==> config.mk <==
export PLATFORM = sky130hd
export DESIGN_NAME = lba_to_chs_converter
export DESIGN_NICKNAME = d
export VERILOG_FILES = /design/src/hdl/lba2chs_pkg.sv /design/src/hdl/lba_to_chs_converter.sv
export SDC_FILE = /design/constraint.sdc
export NUM_CORES = 2
export LEC_CHECK = 0
export BUFFER_PORTS_ARGS = -buffer_cell sky130_fd_sc_hd__buf_2
export CORE_MARGIN = 1.5
export CORE_UTILIZATION = 45
export DETAILED_ROUTE_END_ITERATION = 8
export PLACE_DENSITY_LB_ADDON = 0.3
export SLEW_MARGIN = 40
export SYNTH_ARGS = -nofsm -noshare
export SYNTH_HDL_FRONTEND = slang
export SYNTH_SLANG_ARGS = --single-unit
==> constraint.sdc <==
create_clock -name clk -period 48.2 [get_ports clk]
set_input_delay 9.64 -clock clk [delete_from_list [all_inputs] [get_ports clk]]
set_output_delay 9.64 -clock clk [all_outputs]
set_load 0.02 [all_outputs]
==> src/hdl/lba2chs_pkg.sv <==
// Package for the logical block address to cylinder/head/sector converter.
// Holds widths, register indexes, reset geometry and the divider step function.
// Depends on nothing.
package lba2chs_pkg;

  localparam int ADDR_W         = 32;
  localparam int GEOM_W         = 8;
  localparam int BITS_PER_STAGE = 4;
  localparam int STAGES_PER_DIV = ADDR_W / BITS_PER_STAGE;
  localparam int NUM_STAGES     = 2 * STAGES_PER_DIV;

  // Configuration register indexes.
  localparam logic REG_SECTORS_PER_TRACK  = 1'b0;
  localparam logic REG_HEADS_PER_CYLINDER = 1'b1;

  // Geometry after reset.
  localparam logic [GEOM_W-1:0] SECTORS_PER_TRACK_RESET  = 8'd63;
  localparam logic [GEOM_W-1:0] HEADS_PER_CYLINDER_RESET = 8'd16;

  // Partial state of a restoring divider: the work word shifts the dividend
  // out at the top and the quotient in at the bottom.
  typedef struct packed {
    logic [ADDR_W-1:0] work;
    logic [GEOM_W-1:0] rem;
  } div_state_t;

  // Resolve BITS_PER_STAGE quotient bits. For a nonzero divisor the trial
  // value stays below twice the divisor, so the remainder fits GEOM_W bits.
  function automatic div_state_t div_step(input div_state_t state_in,
                                          input logic [GEOM_W-1:0] divisor);
    div_state_t      res;
    logic [GEOM_W:0] trial;
    int              i;
    res = state_in;
    for (i = 0; i < BITS_PER_STAGE; i++) begin
      trial    = {res.rem, res.work[ADDR_W-1]};
      res.work = {res.work[ADDR_W-2:0], 1'b0};
      if (trial >= {1'b0, divisor}) begin
        res.rem     = GEOM_W'(trial - {1'b0, divisor});
        res.work[0] = 1'b1;
      end else begin
        res.rem = trial[GEOM_W-1:0];
      end
    end
    return res;
  endfunction

endpackage

==> src/hdl/lba_to_chs_converter.sv <==
// Top level of the logical block address to cylinder/head/sector converter.
// Holds the geometry registers and the sixteen stage divider pipeline.
// Depends on lba2chs_pkg.

// The converter accepts one address per clock while lba_stall is low and
// returns results in order. The first eight stages divide the address by
// sectors per track and the next eight divide the track index by heads per
// cylinder; each stage resolves four quotient bits of a restoring divider.
// When the result at the output is stalled, the whole pipeline holds and
// lba_stall is raised in the same cycle. Geometry is read live, so the user
// must write it only while the block is idle; the block does not enforce
// this. A zero geometry value yields geometry_error with zero fields.
module lba_to_chs_converter
  import lba2chs_pkg::*;
(
  input  logic              clk,
  input  logic              rst,
  // Configuration write port.
  input  logic              cfg_write,
  input  logic              cfg_index,
  input  logic [GEOM_W-1:0] cfg_data,
  // Request channel.
  input  logic              lba_valid,
  output logic              lba_stall,
  input  logic [ADDR_W-1:0] logical_block,
  // Result channel.
  output logic              chs_valid,
  input  logic              chs_stall,
  output logic [ADDR_W-1:0] cylinder,
  output logic [GEOM_W-1:0] head,
  output logic [GEOM_W-1:0] sector,
  output logic              geometry_error
);

  logic [GEOM_W-1:0] sectors_per_track;
  logic [GEOM_W-1:0] heads_per_cylinder;

  logic              vld  [NUM_STAGES];
  div_state_t        div  [NUM_STAGES];
  logic [GEOM_W-1:0] srem [NUM_STAGES];

  logic advance;

  // Geometry registers.
  always_ff @(posedge clk) begin
    if (rst) begin
      sectors_per_track  <= SECTORS_PER_TRACK_RESET;
      heads_per_cylinder <= HEADS_PER_CYLINDER_RESET;
    end else if (cfg_write) begin
      unique case (cfg_index)
        REG_SECTORS_PER_TRACK:  sectors_per_track  <= cfg_data;
        REG_HEADS_PER_CYLINDER: heads_per_cylinder <= cfg_data;
        default: ;
      endcase
    end
  end

  // The pipeline moves whenever the last stage is empty or being taken.
  assign advance   = !(vld[NUM_STAGES-1] && chs_stall);
  assign lba_stall = !advance;

  // Divider stages.
  for (genvar s = 0; s < NUM_STAGES; s++) begin : g_stage
    div_state_t        src;
    logic [GEOM_W-1:0] src_srem;
    logic              src_vld;
    logic [GEOM_W-1:0] divisor;

    // Select the stage input: a new address, the track index entering the
    // second division, or the previous stage.
    if (s == 0) begin : g_entry
      always_comb begin
        src.work = logical_block;
        src.rem  = '0;
        src_srem = '0;
        src_vld  = lba_valid;
      end
    end else if (s == STAGES_PER_DIV) begin : g_track
      always_comb begin
        src.work = div[s-1].work;
        src.rem  = '0;
        src_srem = div[s-1].rem;
        src_vld  = vld[s-1];
      end
    end else begin : g_chain
      always_comb begin
        src      = div[s-1];
        src_srem = srem[s-1];
        src_vld  = vld[s-1];
      end
    end

    assign divisor = (s < STAGES_PER_DIV) ? sectors_per_track : heads_per_cylinder;

    // Valid bit of the stage.
    always_ff @(posedge clk) begin
      if (rst) begin
        vld[s] <= 1'b0;
      end else if (advance) begin
        vld[s] <= src_vld;
      end
    end

    // Payload of the stage.
    always_ff @(posedge clk) begin
      if (advance) begin
        div[s]  <= div_step(src, divisor);
        srem[s] <= src_srem;
      end
    end
  end

  // Result fields from the last stage.
  assign chs_valid      = vld[NUM_STAGES-1];
  assign geometry_error = (sectors_per_track == '0) || (heads_per_cylinder == '0);
  assign cylinder       = geometry_error ? '0 : div[NUM_STAGES-1].work;
  assign head           = geometry_error ? '0 : div[NUM_STAGES-1].rem;
  assign sector         = geometry_error ? '0 : GEOM_W'(srem[NUM_STAGES-1] + 1'b1);

  // A valid head is always below the head count.
  a_head_range: assert property (@(posedge clk) disable iff (rst)
    chs_valid && !geometry_error |-> head < heads_per_cylinder)
    else $error("head out of range");

  // A valid sector is one-based and within the track.
  a_sector_range: assert property (@(posedge clk) disable iff (rst)
    chs_valid && !geometry_error |-> sector != '0 && sector <= sectors_per_track)
    else $error("sector out of range");

  // A stalled result is not lost by the pipeline.
  a_stall_holds: assert property (@(posedge clk) disable iff (rst)
    vld[NUM_STAGES-1] && chs_stall |=> vld[NUM_STAGES-1])
    else $error("stalled result dropped");

  // A request refused at the input does not enter the first stage.
  a_refuse_holds: assert property (@(posedge clk) disable iff (rst)
    lba_stall && !vld[0] |=> !vld[0])
    else $error("refused request entered the pipeline");

endmodule
==> impl_results.md <==
* Post-CTS Resized at 0
* Top cell by count, worst path: buf_2
* Count leader, synth: edfxtp_1
* Critical Path Fanout Max at 55
* Hold-fix buffers at CTS at 0
* Nets at 5175
* Clk pin slew, worst setup/hold paths at 0.06 ns
* R2R Setup Slk at 37.42 ns
* Post-CTS Repair Setup Buffers at 0
* Post-synth top area share at 44.7%
* Number of flops mapped to enable cells by yosys at 720
* Initial core utilization at 45.3%
* CTS sink count at approximately 740
* Crit Path Category: input pin to primary output
* Final wirelength at 99.2 mm
* Final Hold Violating Endpoints at 0
* Vias after detailed routing at between 30000 and 40000
* Fin crit share at 42.1%
* DR iter-0 viols at 1892
* Critical path required time at 38.56 ns
* Post-route clock skew at 0.0458 ns
* Buf/Inv on CP at 3
* Vias in the first global route at approximately 32000
* Congestion Overflow GR at 0
* Setup WS post-layout at 27.93 ns
* GPL Wtd Cong at 0.871
* Layout fillers at 9436
* Multi-input combinational cell area at 24800 sq um
* Status: complete, no violations
* Primary FF master, synth: edfxtp_1
* CTS buffer count at 83
* CTS tree: built
* Total track usage at 18.2%
* Worst Hold Slack at between 0.3 and 0.4 ns
* Syn Std Cell Area at 48300 sq um
* Worst skew pair latency at 0.67 ns
* Synth Register Bits at 736
* Reg area at about 22000 sq um
* RSZ-0062 raised after global routing: no
* Setup tns final at 0 ns
* Core area at between 100000 and 150000 sq um
* Max Clock Freq at around 49 MHz
* Fin crit period at a little over 20 ns
* Yosys top cell by area: edfxtp_1
* Syn nets at 5002
* Via density at 5.43
* Cell Rows at 120
* Share of layout cells above drive strength 1 at 10.1%
* Die Wd at 331 microns
* CP top delay family: simple AND/OR/NAND/NOR gates
* # Max-Cap Violations at 0
* Max-slew violation count at 0
* Max stage delay on crit path at 0.49 ns
* Leading cell types by total area after synthesis: edfxtp_1 (45%), ha_1 (13%), xnor2_1 (3.3%), inv_1 (2.9%), mux2_2 (2.8%)
* CTS HTree Levels at 3
* CP endpoint kind: primary output
* Buffers added on ports at 96
* Final setup violating endpoints at 0
* DRT antenna net count at 0
* Drt pass-1 iters at 5
* Largest net degree at the start of global routing at 88
* Crit start category: input pin
* Pre-CTS setup slack at approximately 28 ns
* Post-DR wirelength/cell at ~16 microns
* Tightest Pin Transition at roughly 0.79 ns
* First-pass GRT wire length at 162 mm
* HPWL after detailed placement at 71.9 mm
* Max Root-Sink Buffers at 3
* Most used routing layer: met2
* Grt met3 use at 2.86%
* DRC at 0
* Die area at 109000 sq um
* GR Layer Usage met1 at 23.7%
* Initial antenna violation count at 0
* Yosys warning count at 0
* Met2 usage at 31.3%
* Slowest CP cell: nand2_4
* Post-synth ARST share at 0%
* Relative slew slack at 47.4%
* Synth cell count leaders: edfxtp_1 (720), ha_1 (501), inv_1 (368)
* Area added between synthesis and finish at 10.8%
* Ports at 97
* Worst Hold Class: register to register
* Seq/Total Area, Yosys at between 40% and 50%
* Clock Root Buffer: clkbuf_16
* CP arrival at 10.63 ns
* Cells after Synth at ~4400
* Synth unique cells at 87
* Die Ht at ~330 microns
* N_diodes at 0
* Worst-path cell chain: buf_2 -> nand2_4 -> inv_1 -> buf_2
* Post-synthesis average cell area at 11.0 sq um
-- layout by cell type (no fill, tap or decap), types with 33 or more instances in the layout --
| cell type | Yosys | layout |
|---|---|---|
| a21oi_1 | 260 | 258 |
| nand4_1 | 69 | 69 |
| nand2b_1 | 65 | 65 |
| buf_2 | 5 | 96 |
| xor2_1 | 133 | 133 |
| edfxtp_1 | 720 | 720 |
| o21ai_0 | 271 | 271 |
| o21bai_1 | 41 | 41 |
| mux2i_1 | 97 | 97 |
| nor2b_1 | 105 | 103 |
| and2_1 | 68 | 68 |
| fa_1 | 62 | 62 |
| mux2_2 | 121 | 121 |
| ha_1 | 501 | 501 |
| clkbuf_16 | 0 | 84 |
| nand2_1 | 266 | 265 |
| o21a_1 | 47 | 47 |
| nor3_1 | 74 | 74 |
| a21o_1 | 90 | 90 |
| xnor2_1 | 180 | 180 |
| nor2_1 | 252 | 251 |
| a21boi_0 | 33 | 33 |
| inv_1 | 368 | 366 |
| nand3_1 | 83 | 83 |
| buf_4 | 0 | 49 |
-- sequential cells by signal, indices dropped and copies added (netlist names) --
name             flops
div                640
srem                64
vld                 16
g_stage.divisor     16
-- kinds of logic after synthesis --
logic type | after synthesis | share of synthesized area [%]
AO/OA/AOI/OAI | 1013 | 13.6
flip-flops | 736 | 45.4
XOR/XNOR | 313 | 5.67
adder cells (fa/ha/maj) | 563 | 15.5
multiplexers | 218 | 4.83
AND/OR/NAND/NOR | 1111 | 11.5
buffers and inverters | 439 | 3.44
-- path summary, 6_finish.rpt --
| kind | start | cells after the start | endpoint |
|---|---|---|---|
| setup reg to reg | g_stage[0].divisor[1]$_SDFFE_PP1P_ | 41 | div[0][207]$_DFFE_PN_ |
| hold reg to reg | div[0][271]$_DFFE_PN_ | 0 | div[0][315]$_DFFE_PN_ |
| hold / removal | div[0][271]$_DFFE_PN_ | 0 | div[0][315]$_DFFE_PN_ |
| setup / recovery | chs_stall | 4 | lba_stall |
-- area by class of cell --
type / instances / area share, %
sequential: 736 / 41.0
inverter: 374 / 2.63
multi-input combinational: 3218 / 46.3
timing repair buffer: 153 / 1.77
tap: 1403 / 3.28
clock inverter: 50 / 1.00
clock buffer: 103 / 4.08
-- per-layer routing --
metal / vias to the layer above / wire, microns
li1: 16637 / -
met1: 15467 / 45400
met2: 497 / 47900
met3: 184 / 3440
met4: 0 / 2460
met5: - / 0
-- stage by stage --
step                std cells  cell area (sq um)  utilization [%]
floorplan                4393              48300                -
global placement         5883              50700             47.5
detailed placement       5884              50800             47.6
CTS                      6037              53500             50.1
global route             6037              53600             50.2
finish                   6037              53600             50.2
Power is left out: the tool's default activity adds up to more than one toggle a clock period on the data nets, which glitch-free logic cannot reach.
